`src/fpm_pkg.sv`:
```
// Shared types, codes and constants for the fragment pool manager.
package fpm_pkg;

  localparam int IDX_W   = 6;
  localparam int ACT_W   = 3;
  localparam int STAT_W  = 2;
  localparam int ADDR_W  = 26;
  localparam int COUNT_W = 7;
  localparam int BYTES_W = 21;
  localparam int CFG_W   = 21;

  localparam logic [COUNT_W-1:0] FRAG_COUNT_RESET = 7'd64;
  localparam int                 FRAG_BYTES_RESET = 4096;

  typedef enum logic [ACT_W-1:0] {
    ACT_POP_FREE  = 3'd0,
    ACT_PUSH_FREE = 3'd1,
    ACT_ENQ_USED  = 3'd2,
    ACT_DEQ_USED  = 3'd3,
    ACT_ADDRESS   = 3'd4
  } action_t;

  typedef enum logic [STAT_W-1:0] {
    ST_OK    = 2'd0,
    ST_EMPTY = 2'd1,
    ST_BAD   = 2'd2
  } status_t;

  typedef enum logic {
    REG_FRAG_COUNT = 1'b0,
    REG_FRAG_BYTES = 1'b1
  } cfg_reg_t;

  typedef struct packed {
    logic             pop;
    logic             push;
    logic [IDX_W-1:0] index;
  } free_req_t;

  typedef struct packed {
    logic             empty;
    logic             full;
    logic [IDX_W-1:0] top;
  } free_stat_t;

  typedef struct packed {
    logic             enq;
    logic             deq;
    logic [IDX_W-1:0] index;
  } fifo_req_t;

  typedef struct packed {
    logic             empty;
    logic             full;
    logic [IDX_W-1:0] head;
  } fifo_stat_t;

endpackage

```
`src/fpm_free_stack.sv`:
```
// Free fragment stack: index memory, stack pointer and registered top-of-stack read.
module fpm_free_stack #(
  parameter int SD = 64
) (
  input  logic                     clk,
  input  logic                     rst,
  input  logic [$clog2(SD+1)-1:0]  n,
  input  fpm_pkg::free_req_t       req,
  output fpm_pkg::free_stat_t      stat
);
  import fpm_pkg::*;

  localparam int AW = $clog2(SD);
  localparam int CW = $clog2(SD + 1);

  logic [CW-1:0]    fp;
  logic [CW-1:0]    fp_next;
  logic [AW-1:0]    raddr;
  logic [IDX_W-1:0] mem [2**AW];
  logic [2**AW-1:0] valid;
  logic [IDX_W-1:0] rd_data;
  logic             rd_valid;
  logic [AW-1:0]    rd_addr;

  always_comb begin
    fp_next = fp;
    if (req.pop) begin
      fp_next = fp + CW'(1);
    end else if (req.push) begin
      fp_next = fp - CW'(1);
    end
    raddr = fp_next[AW-1:0];
  end

  always_ff @(posedge clk) begin
    if (req.push) begin
      mem[raddr] <= req.index;
    end
    rd_data <= req.push ? req.index : mem[raddr];
  end

  always_ff @(posedge clk) begin
    if (rst) begin
      fp       <= '0;
      valid    <= '0;
      rd_valid <= 1'b0;
      rd_addr  <= '0;
    end else begin
      fp <= fp_next;
      if (req.push) begin
        valid[raddr] <= 1'b1;
      end
      rd_valid <= req.push | valid[raddr];
      rd_addr  <= raddr;
    end
  end

  always_comb begin
    stat.empty = (fp >= n);
    stat.full  = (fp == '0);
    stat.top   = rd_valid ? rd_data : IDX_W'(rd_addr);
  end

endmodule

```
`src/fpm_used_fifo.sv`:
```
// Used fragment queue: circular index memory with head, tail and count.
module fpm_used_fifo #(
  parameter int SD = 64
) (
  input  logic                     clk,
  input  logic                     rst,
  input  logic [$clog2(SD+1)-1:0]  n,
  input  fpm_pkg::fifo_req_t       req,
  output fpm_pkg::fifo_stat_t      stat
);
  import fpm_pkg::*;

  localparam int AW = $clog2(SD);
  localparam int CW = $clog2(SD + 1);

  logic [AW-1:0]    head;
  logic [AW-1:0]    head_next;
  logic [AW-1:0]    tail;
  logic [AW-1:0]    tail_next;
  logic [CW-1:0]    count;
  logic [CW-1:0]    count_next;
  logic             we;
  logic [AW-1:0]    waddr;
  logic [IDX_W-1:0] mem [2**AW];
  logic [IDX_W-1:0] rd_data;

  function automatic logic [AW-1:0] succ(input logic [AW-1:0] p, input logic [CW-1:0] lim);
    logic [AW:0] q;
    q = (AW+1)'(p) + (AW+1)'(1);
    return (q >= (AW+1)'(lim)) ? '0 : q[AW-1:0];
  endfunction

  always_comb begin
    head_next  = head;
    tail_next  = tail;
    count_next = count;
    we         = 1'b0;
    waddr      = '0;
    if (req.enq) begin
      we         = 1'b1;
      count_next = count + CW'(1);
      if (count == '0) begin
        head_next = '0;
        tail_next = '0;
        waddr     = '0;
      end else begin
        tail_next = succ(tail, n);
        waddr     = succ(tail, n);
      end
    end else if (req.deq) begin
      count_next = count - CW'(1);
      if (count == CW'(1)) begin
        head_next = '0;
        tail_next = '0;
      end else begin
        head_next = succ(head, n);
      end
    end
  end

  always_ff @(posedge clk) begin
    if (we) begin
      mem[waddr] <= req.index;
    end
    rd_data <= (we && (waddr == head_next)) ? req.index : mem[head_next];
  end

  always_ff @(posedge clk) begin
    if (rst) begin
      head  <= '0;
      tail  <= '0;
      count <= '0;
    end else begin
      head  <= head_next;
      tail  <= tail_next;
      count <= count_next;
    end
  end

  always_comb begin
    stat.empty = (count == '0);
    stat.full  = (count >= n);
    stat.head  = rd_data;
  end

endmodule

```
`src/fpm_addr_gen.sv`:
```
// Fragment address generator: page count register and index-times-span product.
module fpm_addr_gen #(
  parameter int PAGE_BYTES = 4096
) (
  input  logic                          clk,
  input  logic                          rst,
  input  logic                          bytes_we,
  input  logic [fpm_pkg::BYTES_W-1:0]   bytes_data,
  input  logic [fpm_pkg::IDX_W-1:0]     index,
  output logic [fpm_pkg::ADDR_W-1:0]    byte_address
);
  import fpm_pkg::*;

  localparam int LG    = $clog2(PAGE_BYTES);
  localparam int XW    = BYTES_W + 1;
  localparam int SH    = XW + LG;
  localparam int MW    = XW + 2;
  localparam longint unsigned MAGIC =
    ((64'd1 << SH) + 64'(PAGE_BYTES) - 64'd1) / 64'(PAGE_BYTES);
  localparam int PGW   = XW + 1 - LG;
  localparam int IPW   = IDX_W + $clog2(PAGE_BYTES + 1);
  localparam int PW    = IPW + PGW;
  localparam int RESET_PAGES = (FRAG_BYTES_RESET + PAGE_BYTES - 1) / PAGE_BYTES;
  localparam int ENTRIES = 2**IDX_W;

  logic [XW-1:0]    x;
  logic [XW+MW-1:0] quot_prod;
  logic [PGW-1:0]   pages_calc;
  logic [PGW-1:0]   pages;
  logic [IPW-1:0]   span_rom [ENTRIES];
  logic [PW-1:0]    addr_prod;

  assign x          = XW'(bytes_data) + XW'(PAGE_BYTES - 1);
  assign quot_prod  = (XW+MW)'(x) * (XW+MW)'(MAGIC);
  assign pages_calc = PGW'(quot_prod >> SH);

  always_ff @(posedge clk) begin
    if (rst) begin
      pages <= PGW'(RESET_PAGES);
    end else if (bytes_we) begin
      pages <= pages_calc;
    end
  end

  always_comb begin
    for (int i = 0; i < ENTRIES; i++) begin
      span_rom[i] = IPW'(i * PAGE_BYTES);
    end
  end

  assign addr_prod    = PW'(span_rom[index]) * PW'(pages);
  assign byte_address = addr_prod[ADDR_W-1:0];

endmodule

```
`src/fragment_pool_manager_top.sv`:
```
// Fragment pool manager top level: request register, decode and result register.
// A request waits in the request register until the result register is free.
// Throughput: one request per cycle unless a stalled result holds it; stack and
// queue read ports are pre-read into registers, one read-modify-write pass each.
// Reset: synchronous; stack returns to identity order, queue empties, fragment
// count 64 and fragment size 4096 bytes, ready for a request on the next cycle.
module fragment_pool_manager_top #(
  parameter int DEPTH      = 64,
  parameter int PAGE_BYTES = 4096
) (
  input  logic                          clk,
  input  logic                          rst,
  input  logic                          cfg_we,
  input  logic                          cfg_index,
  input  logic [fpm_pkg::CFG_W-1:0]     cfg_data,
  input  logic                          in_valid,
  output logic                          in_stall,
  input  logic [fpm_pkg::ACT_W-1:0]     action,
  input  logic [fpm_pkg::IDX_W-1:0]     index,
  output logic                          out_valid,
  input  logic                          out_stall,
  output logic [fpm_pkg::STAT_W-1:0]    status,
  output logic [fpm_pkg::IDX_W-1:0]     index_out,
  output logic [fpm_pkg::ADDR_W-1:0]    byte_address
);
  import fpm_pkg::*;

  localparam int SD   = (DEPTH < 128) ? DEPTH : 128;
  localparam int CW   = $clog2(SD + 1);
  localparam int CMPW = CW + IDX_W;

  logic [COUNT_W-1:0] frag_count;
  logic [CW-1:0]      n;
  logic               in_full;
  logic [ACT_W-1:0]   action_q;
  logic [IDX_W-1:0]   index_q;
  logic               proc;
  logic               idx_ok;
  free_req_t          free_req;
  free_stat_t         free_stat;
  fifo_req_t          fifo_req;
  fifo_stat_t         fifo_stat;
  logic [ADDR_W-1:0]  addr_value;
  status_t            st_next;
  logic [IDX_W-1:0]   iout_next;
  logic [ADDR_W-1:0]  addr_next;

  always_ff @(posedge clk) begin
    if (rst) begin
      frag_count <= FRAG_COUNT_RESET;
    end else if (cfg_we && (cfg_reg_t'(cfg_index) == REG_FRAG_COUNT)) begin
      frag_count <= cfg_data[COUNT_W-1:0];
    end
  end

  always_comb begin
    if (frag_count == '0) begin
      n = CW'(1);
    end else if (32'(frag_count) > SD) begin
      n = CW'(SD);
    end else begin
      n = CW'(frag_count);
    end
  end

  assign proc     = in_full && (!out_valid || !out_stall);
  assign in_stall = in_full && !proc;
  assign idx_ok   = CMPW'(index_q) < CMPW'(n);

  always_ff @(posedge clk) begin
    if (rst) begin
      in_full <= 1'b0;
    end else if (in_valid && !in_stall) begin
      in_full <= 1'b1;
    end else if (proc) begin
      in_full <= 1'b0;
    end
  end

  always_ff @(posedge clk) begin
    if (in_valid && !in_stall) begin
      action_q <= action;
      index_q  <= index;
    end
  end

  fpm_free_stack #(.SD(SD)) u_free_stack (
    .clk  (clk),
    .rst  (rst),
    .n    (n),
    .req  (free_req),
    .stat (free_stat)
  );

  fpm_used_fifo #(.SD(SD)) u_used_fifo (
    .clk  (clk),
    .rst  (rst),
    .n    (n),
    .req  (fifo_req),
    .stat (fifo_stat)
  );

  fpm_addr_gen #(.PAGE_BYTES(PAGE_BYTES)) u_addr_gen (
    .clk          (clk),
    .rst          (rst),
    .bytes_we     (cfg_we && (cfg_reg_t'(cfg_index) == REG_FRAG_BYTES)),
    .bytes_data   (cfg_data[BYTES_W-1:0]),
    .index        (index_q),
    .byte_address (addr_value)
  );

  always_comb begin
    st_next        = ST_OK;
    iout_next      = '0;
    addr_next      = '0;
    free_req       = '0;
    fifo_req       = '0;
    free_req.index = index_q;
    fifo_req.index = index_q;
    case (action_t'(action_q))
      ACT_POP_FREE: begin
        if (free_stat.empty) begin
          st_next = ST_EMPTY;
        end else begin
          iout_next    = free_stat.top;
          free_req.pop = proc;
        end
      end
      ACT_PUSH_FREE: begin
        if (!idx_ok || free_stat.full) begin
          st_next = ST_BAD;
        end else begin
          free_req.push = proc;
        end
      end
      ACT_ENQ_USED: begin
        if (!idx_ok || fifo_stat.full) begin
          st_next = ST_BAD;
        end else begin
          fifo_req.enq = proc;
        end
      end
      ACT_DEQ_USED: begin
        if (fifo_stat.empty) begin
          st_next = ST_EMPTY;
        end else begin
          iout_next    = fifo_stat.head;
          fifo_req.deq = proc;
        end
      end
      ACT_ADDRESS: begin
        if (!idx_ok) begin
          st_next = ST_BAD;
        end else begin
          addr_next = addr_value;
        end
      end
      default: begin
        st_next = ST_BAD;
      end
    endcase
  end

  always_ff @(posedge clk) begin
    if (rst) begin
      out_valid <= 1'b0;
    end else if (proc) begin
      out_valid <= 1'b1;
    end else if (!out_stall) begin
      out_valid <= 1'b0;
    end
  end

  always_ff @(posedge clk) begin
    if (proc) begin
      status       <= st_next;
      index_out    <= iout_next;
      byte_address <= addr_next;
    end
  end

endmodule

```
`config.mk`:
```
export PLATFORM = sky130hd
export DESIGN_NAME = fragment_pool_manager_top
export DESIGN_NICKNAME = d
export VERILOG_FILES = /design/src/fpm_pkg.sv /design/src/fpm_free_stack.sv /design/src/fpm_used_fifo.sv /design/src/fpm_addr_gen.sv /design/src/fragment_pool_manager_top.sv
export SDC_FILE = /design/constraint.sdc
export NUM_CORES = 1
export LEC_CHECK = 0
export ABC_AREA = 1
export BUFFER_PORTS_ARGS = -buffer_cell sky130_fd_sc_hd__buf_2
export CORE_ASPECT_RATIO = 1.4
export CORE_UTILIZATION = 26
export CTS_BUF_LIST = sky130_fd_sc_hd__clkbuf_2 sky130_fd_sc_hd__clkbuf_4 sky130_fd_sc_hd__clkbuf_8
export CTS_CLUSTER_SIZE = 12
export DETAILED_ROUTE_END_ITERATION = 16
export PLACE_DENSITY = 0.38
export SETUP_SLACK_MARGIN = 0.5
export SLEW_MARGIN = 20
export SYNTH_ARGS = -nofsm -noshare
export SYNTH_HDL_FRONTEND = slang
export SYNTH_SLANG_ARGS = --single-unit
```
`constraint.sdc`:
```
create_clock -name clk -period 7.51 [get_ports clk]
set_clock_uncertainty 0.15 [all_clocks]
set_input_delay 0.751 -clock clk [delete_from_list [all_inputs] [get_ports clk]]
set_output_delay 0.751 -clock clk [all_outputs]
set_load 0.01 [all_outputs]
```
==> results.py, run 1 <==
metrics = {
    "status": {
        "status": "finished clean",
    },
    "synthesis": {
        "async_flop_share_pct": 0,
        "synth_top_cell_by_area": "edfxtp_1",
        "synth-seq-cells": 921,
        "yosysWarnings": 0,
        "synth.top_cell.area_share_pct": 59.8,
        "ys.flop_type": "edfxtp_1",
        "ys_top_cells_by_area": "edfxtp_1 60%, nor2_1 6.8%, dfxtp_1 6.1%",
        "syn-cell-area_um2": 40100,
        "ys_seq_area_share_pct": 65.9,
        "synthCells": 3649,
        "yosysMostFrequentCell": "edfxtp_1",
        "synth-edff-count": 799,
        "ys_types": 58,
        "synthTopCellsByCount": "799 x edfxtp_1, 732 x nor2_1, 463 x nand2_1",
        "syn_avg_cell_area_um2": 11.0,
    },
    "clock_tree": {
        "numCtsBuffers": 154,
        "cts.sinks": 921,
        "clk_latency_ns": 0.91,
        "htree_levels": 4,
        "clockBufferDepth": 3,
        "post-cts-setup-buffers": 0,
        "post_cts_resized": 0,
        "clk_pin_slew_ns": 0.06,
        "root_buffer": "clkbuf_8",
        "cts_tree": "built",
    },
    "global_routing": {
        "grtUsageMet1_pct": 18.9,
        "first_global_vias": 28200,
        "grt_pass1_wl_um": 185000,
        "grt_remaining_overflow": 0,
        "grtUsageMet2_pct": 29.1,
        "grt_usage_pct": 16.0,
        "antenna_found_initial": 3,
        "grt.busiest_layer": "met2",
        "grt_max_degree": 163,
        "globalRouteMet3Util_pct": 2.33,
    },
    "drt": {
        "dr.pass1.iters": 5,
        "drtIter0Drc": 1613,
        "vias_per_cell": 4.69,
        "drt-wirelength-per-cell_um": 21.4,
        "ant_nets": 0,
        "drc": 0,
        "num_vias": 27300,
        "wirelength_um": 125000,
    },
    "critical_path": {
        "reg2reg_from": "index_q[5]",
        "start_kind": "flop",
        "required_ns": 7.86,
        "path_buf_inv": 5,
        "worst_setup_path_end_kind": "flop",
        "worstPathCellList": "buf_4 -> buf_12 -> ha_1 -> inv_1 -> nor2_1 -> a22oi_1 -> a21boi_2 -> nand4_1 -> inv_2 -> nand4_1 -> inv_1 -> nand3_1 -> nor3_1",
        "crit_family": "simple AND/OR/NAND/NOR gates",
        "cp_max_fo": 45,
        "rr_endpoint": "u_used_fifo.mem[4][2]",
        "reg2reg_setup_slack_ns": 1.84,
        "worstPathArrival_ns": 6.02,
        "r2r_cells": 13,
        "slowest_stage": "nor3_1",
        "path_class": "flop to flop",
        "cp_slowest_stage_delay_ns": 1.16,
    },
    "die": {
        "boundaryPins": 72,
        "row_count": 170,
        "die_w_um": 334,
        "die_area_um2": 156000,
        "initial_core_util_pct": 26.2,
        "die_y_um": 467,
        "core-area_um2": 153000,
    },
    "cells_and_area": {
        "seqCellArea_um2": 26500,
        "stdcell_count": 5834,
        "layout-drive-gt1-share_pct": 11.4,
        "fill_cells": 15900,
        "multi_input_area_um2": 12100,
        "area_delta_synth_final_pct": 14.5,
        "layout.nets": 3883,
    },
    "place": {
        "dp_cells": 5536,
        "io_buffers": 59,
        "hpwl_um": 77000,
        "place_congestion": 0.791,
    },
    "min_path": {
        "min_to": "u_used_fifo.count[1]",
        "holdCritStartpoint": "rst",
        "whs_path_depth": 2,
        "hold_path.class": "input port to flop",
    },
    "sta": {
        "finalCritPeriodShare_pct": 75.6,
        "fin_tns_setup_ns": 0,
        "rsz0062_at_grt": "false",
        "worst_pin_slew_ns": 1.11,
        "max_freq_ghz": 0.176,
        "hold_ws_ns": 0.122,
        "max-slew-margin-rel_pct": 25.2,
        "hold_viol": 0,
        "layout_min_cycle_time_ns": 5.67,
        "finalSetupViolations": 0,
        "maxSlewViolCount": 0,
    },
    "power_and_ir_drop": {
        "cellPowerDensity_nw_per_um2": 238,
        "vdd_drop_max_mv": 0.186,
        "cellLeakagePower_nw": 16.4,
    },
    "job": {
        "drv_cap": 0,
    },
}
## kinds of logic (layout without fill, tap and decap cells)
| kind of cell | after synthesis | after routing | synth area share, % |
|---|---|---|---|
| AOI/OAI and AO/OA | 731 | 731 | 10.6 |
| muxes | 1 | 1 | 0.0561 |
| adders and majority gates | 113 | 113 | 4.07 |
| buffers and inverters | 411 | 604 | 4.08 |
| other | 1 | 15 | 0.00935 |
| xor gates and xnor gates | 25 | 25 | 0.546 |
| DFF | 921 | 921 | 65.9 |
| and+or+nand+nor | 1446 | 1446 | 14.7 |
## timing repair
| item | 4_1_cts | 5_1_grt |
|---|---|---|
| setup endpoints to repair | 0 | 0 |
| hold buffers | 19 | 0 |
| hold endpoints to repair | 19 | 0 |
## per-layer routing
layer  up-vias  part of all wire, %
met3       230                  3.3
met1     13500                   42
li1      13000                    -
met4         0                  2.9
met5         -                    0
met2       541                   52
## cell usage in the layout, fill, tap and decap left out, types with 12 or more instances in the layout
master and instances:
edfxtp_1 799, nor2_1 732, nand2_1 462, o21ai_0 414, inv_1 184, clkbuf_8 168
nand3_1 163, o22ai_1 122, dfxtp_1 116, ha_1 84, o221ai_1 62, a21oi_1 59
clkbuf_4 58, buf_2 58, buf_4 35, nor2_2 31, fa_1 29, clkinv_1 23
xor2_1 21, inv_2 20, o211ai_1 20, dlygate4sd3_1 19, nand4_1 14, nor3_1 12
conb_1 12
## worst reg2reg max path, stage by stage, from the launching register on
cell      delay [ns]
edfxtp_1        0.36
buf_4           0.45
buf_12          0.30
ha_1            0.28
inv_1           0.05
nor2_1          0.04
a22oi_1         0.22
a21boi_2        0.29
nand4_1         0.60
inv_2           0.38
nand4_1         0.23
inv_1           0.13
nand3_1         0.64
nor3_1          1.17
## registers in the layout (all words and copies together), names as in the netlist, 7 cells and up, named ones only
signal,cells
frag_count,7
byte_address,14
u_used_fifo.count,7
u_used_fifo.mem,384
u_free_stack.fp,7
u_addr_gen.pages,10
u_free_stack.valid,64
u_free_stack.mem,384
## stage by stage
| step | instance area, µm² | setup slack (ns) | util [%] | total power [W] |
|---|---|---|---|---|
| final | 45900 | 1.84 | 30.0 | 0.0110 |
| after global routing | 45900 | 1.43 | 30.0 | 0.0114 |
| after CTS | 45900 | 1.53 | 30.0 | 0.0111 |
| after detailed placement | 42500 | 1.53 | 27.7 | 0.00632 |
| after global placement | 42500 | 1.50 | 27.7 | 0.00632 |
| after floorplan | 40200 | 1.33 | - | 0.00608 |
## report_power, final
group,internal [W],switching [W],total (W)
Sequential,0.00558,0.0000397,0.00562
Clock,0.00257,0.00218,0.00475
Combinational,0.000167,0.000414,0.000581
## worst max path at each step
| stage | start | endpoint | slack [ns] | cells after the start |
|---|---|---|---|---|
| after global routing | index_q[5] | u_used_fifo.mem[4][5] | 1.43 | 13 |
| after CTS | index_q[5] | u_used_fifo.mem[4][2] | 1.53 | 12 |
| after detailed placement | index_q[5] | u_used_fifo.mem[4][5] | 1.53 | 12 |
| after floorplan | index_q[4] | byte_address[25] | 1.33 | 23 |
| final | index_q[5] | u_used_fifo.mem[4][2] | 1.84 | 13 |
| after global placement | index_q[1] | u_used_fifo.mem[4][5] | 1.50 | 13 |
## layout make-up
type / instances / area share [%]
inverters: 210 / 1.75
flip-flops and latches: 921 / 57.6
clock buffers: 226 / 5.98
well taps: 1978 / 5.39
clock inverters: 49 / 1.02
multi-input cells: 2328 / 26.3
repair buffers: 119 / 1.91
diodes: 3 / 0.0163
No activity file was read; power rests on OpenSTA's default activity.
==> inputs of run 2 (changes only) <==
==> constraint.sdc (replaced) <==
create_clock -name clk -period 5.55 [get_ports clk]
set_clock_uncertainty 0.15 [all_clocks]
set_input_delay 0.555 -clock clk [delete_from_list [all_inputs] [get_ports clk]]
set_output_delay 0.555 -clock clk [all_outputs]
set_load 0.01 [all_outputs]
==> run 2 against run 1 <==
Against the previous run:
- non-clock buffer count up 90
- core utilization up 0.51 points
- wire length up 2.0%
- global-route usage up 0.38 points
- hold slack worse by 0.029 ns
- total power up 35%
- via count up 0.56%
- largest cell class unchanged
==> results.py, run 2 (same netlist as run 1, synthesis figures left out) <==
metrics = {
    "status": {
        "status": "finished clean",
    },
    "clock_tree": {
        "clk_latency_ns": 0.88,
        "clk_pin_slew_ns": 0.07,
        "cts_tree": "built",
        "root_buffer": "clkbuf_8",
        "numCtsBuffers": 155,
        "clockBufferDepth": 3,
        "htree_levels": 4,
        "cts.sinks": 921,
    },
    "sta": {
        "max-slew-margin-rel_pct": 34.0,
        "fin_tns_setup_ns": 0,
        "layout_min_cycle_time_ns": 4.78,
        "maxSlewViolCount": 0,
        "finalSetupViolations": 0,
        "rsz0062_at_grt": "true",
        "finalCritPeriodShare_pct": 86.1,
        "hold_viol": 0,
        "max_freq_ghz": 0.209,
        "worst_pin_slew_ns": 0.989,
    },
    "critical_path": {
        "worstPathArrival_ns": 5.27,
        "cp_max_fo": 43,
        "worst_setup_path_end_kind": "flop",
        "start_kind": "flop",
        "path_class": "flop to flop",
        "required_ns": 6.04,
    },
    "global_routing": {
        "grt_usage_pct": 16.4,
        "antenna_found_initial": 3,
        "grt_max_degree": 137,
        "grt_pass1_wl_um": 188000,
        "grt_remaining_overflow": 0,
        "first_global_vias": 28100,
    },
    "power_and_ir_drop": {
        "p_total_w": 0.0148,
        "vdd_drop_max_mv": 0.221,
        "cellLeakagePower_nw": 16.8,
        "cellPowerDensity_nw_per_um2": 316,
    },
    "drt": {
        "dr.pass1.iters": 5,
        "wirelength_um": 128000,
        "num_vias": 27500,
        "ant_nets": 0,
        "drt-wirelength-per-cell_um": 21.5,
        "drtIter0Drc": 1709,
        "vias_per_cell": 4.64,
        "drc": 0,
    },
    "die": {
        "die_w_um": 334,
        "die_area_um2": 156000,
        "boundaryPins": 72,
        "die_y_um": 467,
        "core-area_um2": 153000,
        "row_count": 170,
        "initial_core_util_pct": 26.2,
    },
    "job": {
        "drv_cap": 0,
    },
    "cells_and_area": {
        "layout-drive-gt1-share_pct": 13.0,
        "reg_top3": "u_free_stack.mem (384), u_used_fifo.mem (384), u_free_stack.valid (64)",
        "final_common_cell": "edfxtp_1",
        "stdcell_count": 5929,
        "area_delta_synth_final_pct": 16.4,
        "layout.nets": 3974,
        "most-common-layout-cells": "799 x edfxtp_1, 729 x nor2_1, 463 x nand2_1",
    },
    "min_path": {
        "hold_path.class": "input port to flop",
    },
    "place": {
        "hpwl_um": 80000,
        "dp_cells": 5595,
        "io_buffers": 59,
        "place_congestion": 0.789,
    },
}
==> run 2: cell types whose count changed in the layout (fill, tap and decap cells not counted), sizes merged, moves of 2 or more <==
cell,before,now
clkinv,35,45
dlygate4sd3,19,47
clkinvlp,3,6
inv,215,209
buf,100,162
bufinv,6,4
==> run 2: metal layers <==
metal	up-vias	part of all wire, %	track usage [%]
li1	13200	-	-
met5	-	0.010	0
met2	526	52	29.8
met1	13500	41	18.9
met3	223	3.6	2.68
met4	2	3.5	6.96
==> run 2: repair_timing <==
action                                  in CTS  in global routing
endpoints found under the hold margin       59                  0
hold buffers                                47                  0
endpoints found under the setup margin       0                 58
buffers inserted                             0                  4
gates resized for setup                      0                  4
==> run 2: worst paths after layout <==
path,cells after the start,slack [ns],end,startpoint
max reg2reg,16,0.77,byte_address[25],index_q[1]
min reg2reg,2,0.32,u_free_stack.valid[27],u_free_stack.valid[27]
max,16,0.77,byte_address[25],index_q[1]
min,5,0.09,u_addr_gen.pages[3],cfg_data[15]
==> run 2: area by class of cell <==
type / count / area, µm²
antenna: 2 / 5.00
clock buffer: 227 / 2790
timing repair buffer: 209 / 1660
sequential: 921 / 26400
tap: 1978 / 2470
fill: 15900 / 106000
clock inverter: 54 / 389
inverter: 210 / 802
multi-input combinational: 2328 / 12100
==> run 2: worst max-delay path: stages (launching register included) <==
cell      delay (ns)
edfxtp_1        0.59
buf_4           0.61
nand2_1         0.15
fa_1            0.47
fa_1            0.49
inv_1           0.05
fa_1            0.45
ha_1            0.29
ha_1            0.29
ha_1            0.29
inv_1           0.09
o21bai_1        0.10
nand2_1         0.08
nand2_1         0.05
a21oi_1         0.16
a21oi_1         0.09
o21a_1          0.14
==> run 2: through the flow <==
step                      instance area [µm²]  setup WS (ns)  hold slack [ns]  utilization [%]
after CTS                               46700          0.620          0.00173             30.5
after floorplan                         40200         -0.585            0.291                -
final                                   46700          0.773           0.0931             30.5
after global routing                    46700          0.443           0.0582             30.5
after global placement                  43000          0.617            0.300             28.1
after detailed placement                43000          0.620            0.309             28.1
==> run 2: power breakdown <==
group | switching (W) | internal [W]
logic | 0.000591 | 0.000253
clock network | 0.00291 | 0.00342
registers | 0.0000427 | 0.00755
total | 0.00354 | 0.0112
==> inputs of run 3 (changes only) <==
--- a/config.mk
+++ b/config.mk
@@ -12,6 +12,7 @@
 export CTS_BUF_LIST = sky130_fd_sc_hd__clkbuf_2 sky130_fd_sc_hd__clkbuf_4 sky130_fd_sc_hd__clkbuf_8
 export CTS_CLUSTER_SIZE = 12
 export DETAILED_ROUTE_END_ITERATION = 16
+export MAX_ROUTING_LAYER = met4
 export PLACE_DENSITY = 0.38
 export SETUP_SLACK_MARGIN = 0.5
 export SLEW_MARGIN = 20
==> run 3 against run 2 <==
Against the previous run:
- sequential power barely moved
- core utilization barely moved
- die area did not move
- largest power group unchanged
==> results.py, run 3 (same netlist as run 1, synthesis figures left out) <==
metrics = {
    "status": {
        "status": "finished clean",
    },
    "critical_path": {
        "worst_setup_path_end_kind": "flop",
        "crit_path_start": "index_q[1]",
        "rr_endpoint": "byte_address[25]",
        "reg2reg_from": "index_q[1]",
        "cp_slowest_stage_delay_ns": 0.62,
        "critPathCapture": "byte_address[25]",
        "path_class": "flop to flop",
        "worstPathArrival_ns": 5.27,
        "required_ns": 6.04,
        "reg2reg_setup_slack_ns": 0.77,
        "cp_max_fo": 43,
        "worstPathCellList": "buf_4 -> nand2_1 -> fa_1 -> fa_1 -> inv_1 -> fa_1 -> ha_1 -> ha_1 -> ha_1 -> inv_1 -> o21bai_1 -> nand2_1 -> nand2_1 -> a21oi_1 -> a21oi_1 -> o21a_1",
        "start_kind": "flop",
        "r2r_cells": 16,
        "slowest_stage": "buf_4",
    },
    "drt": {
        "drc": 0,
        "wirelength_um": 128000,
        "num_vias": 27500,
        "dr.pass1.iters": 5,
        "ant_nets": 0,
        "drt-wirelength-per-cell_um": 21.5,
        "vias_per_cell": 4.64,
        "drtIter0Drc": 1709,
    },
    "die": {
        "core-area_um2": 153000,
        "boundaryPins": 72,
        "die_y_um": 467,
        "die_area_um2": 156000,
        "initial_core_util_pct": 26.2,
        "row_count": 170,
        "die_w_um": 334,
    },
    "clock_tree": {
        "cts.sinks": 921,
        "htree_levels": 4,
        "root_buffer": "clkbuf_8",
        "clockBufferDepth": 3,
        "clk_pin_slew_ns": 0.07,
        "numCtsBuffers": 155,
        "cts_tree": "built",
        "clk_latency_ns": 0.88,
    },
    "cells_and_area": {
        "layout-drive-gt1-share_pct": 13.0,
        "utilization_pct": 30.5,
        "area_delta_synth_final_pct": 16.4,
        "most-common-layout-cells": "799 x edfxtp_1, 728 x nor2_1, 463 x nand2_1",
        "reg_top3": "u_free_stack.mem (384), u_used_fifo.mem (384), u_free_stack.valid (64)",
        "fill_cells": 15900,
        "layout.nets": 3974,
        "final_common_cell": "edfxtp_1",
    },
    "job": {
        "drv_cap": 0,
    },
    "place": {
        "io_buffers": 59,
        "hpwl_um": 80000,
        "place_congestion": 0.800,
    },
    "global_routing": {
        "first_global_vias": 28000,
        "grt_usage_pct": 16.9,
        "antenna_found_initial": 3,
        "grt_pass1_wl_um": 188000,
        "grt_remaining_overflow": 0,
        "grt_max_degree": 137,
    },
    "sta": {
        "layout_min_cycle_time_ns": 4.78,
        "worst_pin_slew_ns": 1.01,
        "finalSetupViolations": 0,
        "max_freq_ghz": 0.209,
        "rsz0062_at_grt": "true",
        "hold_viol": 0,
        "hold_ws_ns": 0.0944,
        "maxSlewViolCount": 0,
        "max-slew-margin-rel_pct": 32.9,
        "finalCritPeriodShare_pct": 86.1,
    },
    "power_and_ir_drop": {
        "cellLeakagePower_nw": 16.8,
        "vdd_drop_max_mv": 0.220,
        "cellPowerDensity_nw_per_um2": 316,
        "p_total_w": 0.0148,
    },
    "min_path": {
        "hold_path.class": "input port to flop",
        "holdCritStartpoint": "cfg_data[15]",
    },
}
## run 3: cell types whose count changed in the layout (fill, tap and decap cells not counted), sizes merged
cell / before / now
diode: 2 / 3
## run 3: worst min path at each step
stage                             end  slack, ns  cells after the start
4_1_cts           u_addr_gen.pages[3]      0.002                      5
6_report          u_addr_gen.pages[3]       0.09                      5
3_3_place_gp   u_free_stack.valid[51]       0.30                      2
2_1_floorplan   u_free_stack.valid[0]       0.29                      2
3_5_place_dp   u_free_stack.valid[29]       0.31                      2
5_1_grt           u_addr_gen.pages[3]       0.06                      5
## run 3: power breakdown
group / switching (W) / total (W) / internal, W
logic: 0.000592 / 0.000846 / 0.000253
clock network: 0.00291 / 0.00633 / 0.00342
registers: 0.0000427 / 0.00759 / 0.00755
## run 3: worst max-delay path: cells and delay by family (launching register included)
kind                       cells  cell delay [ns]
adders and majority gates      6             2.28
buffers and inverters          3             0.76
DFF                            1             0.59
AOI/OAI and AO/OA              4             0.49
and+or+nand+nor                3             0.28
## run 3: cell type report
cell class	instances	area (µm²)	area share (%)
Clock buffer	227	2790	5.98
Tap cell	1978	2470	5.30
Sequential cell	921	26400	56.6
Inverter	210	802	1.72
Antenna cell	3	7.51	0.0161
Multi-Input combinational cell	2328	12100	26.0
Timing Repair Buffer	209	1660	3.55
Clock inverter	54	389	0.833
## run 3: stage by stage
| stage | TNS [ns] | instance area (µm²) | worst slack (ns) | std cells |
|---|---|---|---|---|
| floorplan | -1.81 | 40200 | -0.585 | 3660 |
| global placement | 0 | 43000 | 0.617 | 5595 |
| detailed placement | 0 | 43000 | 0.620 | 5595 |
| CTS | 0 | 46700 | 0.620 | 5923 |
| global route | 0 | 46700 | 0.444 | 5929 |
| finish | 0 | 46700 | 0.770 | 5930 |
## run 3: timing repair
action,4_1_cts,5_1_grt
gates resized for setup,0,5
hold endpoints to repair,59,0
setup buffers,0,4
hold buffers,47,0
endpoints found under the setup margin,0,57
## run 3: layer usage
| metal | GRT usage, % | wire length [µm] |
|---|---|---|
| met1 | 18.9 | 52000 |
| met5 | - | 0 |
| met4 | 6.96 | 4520 |
| met3 | 2.68 | 4420 |
| met2 | 29.8 | 66700 |
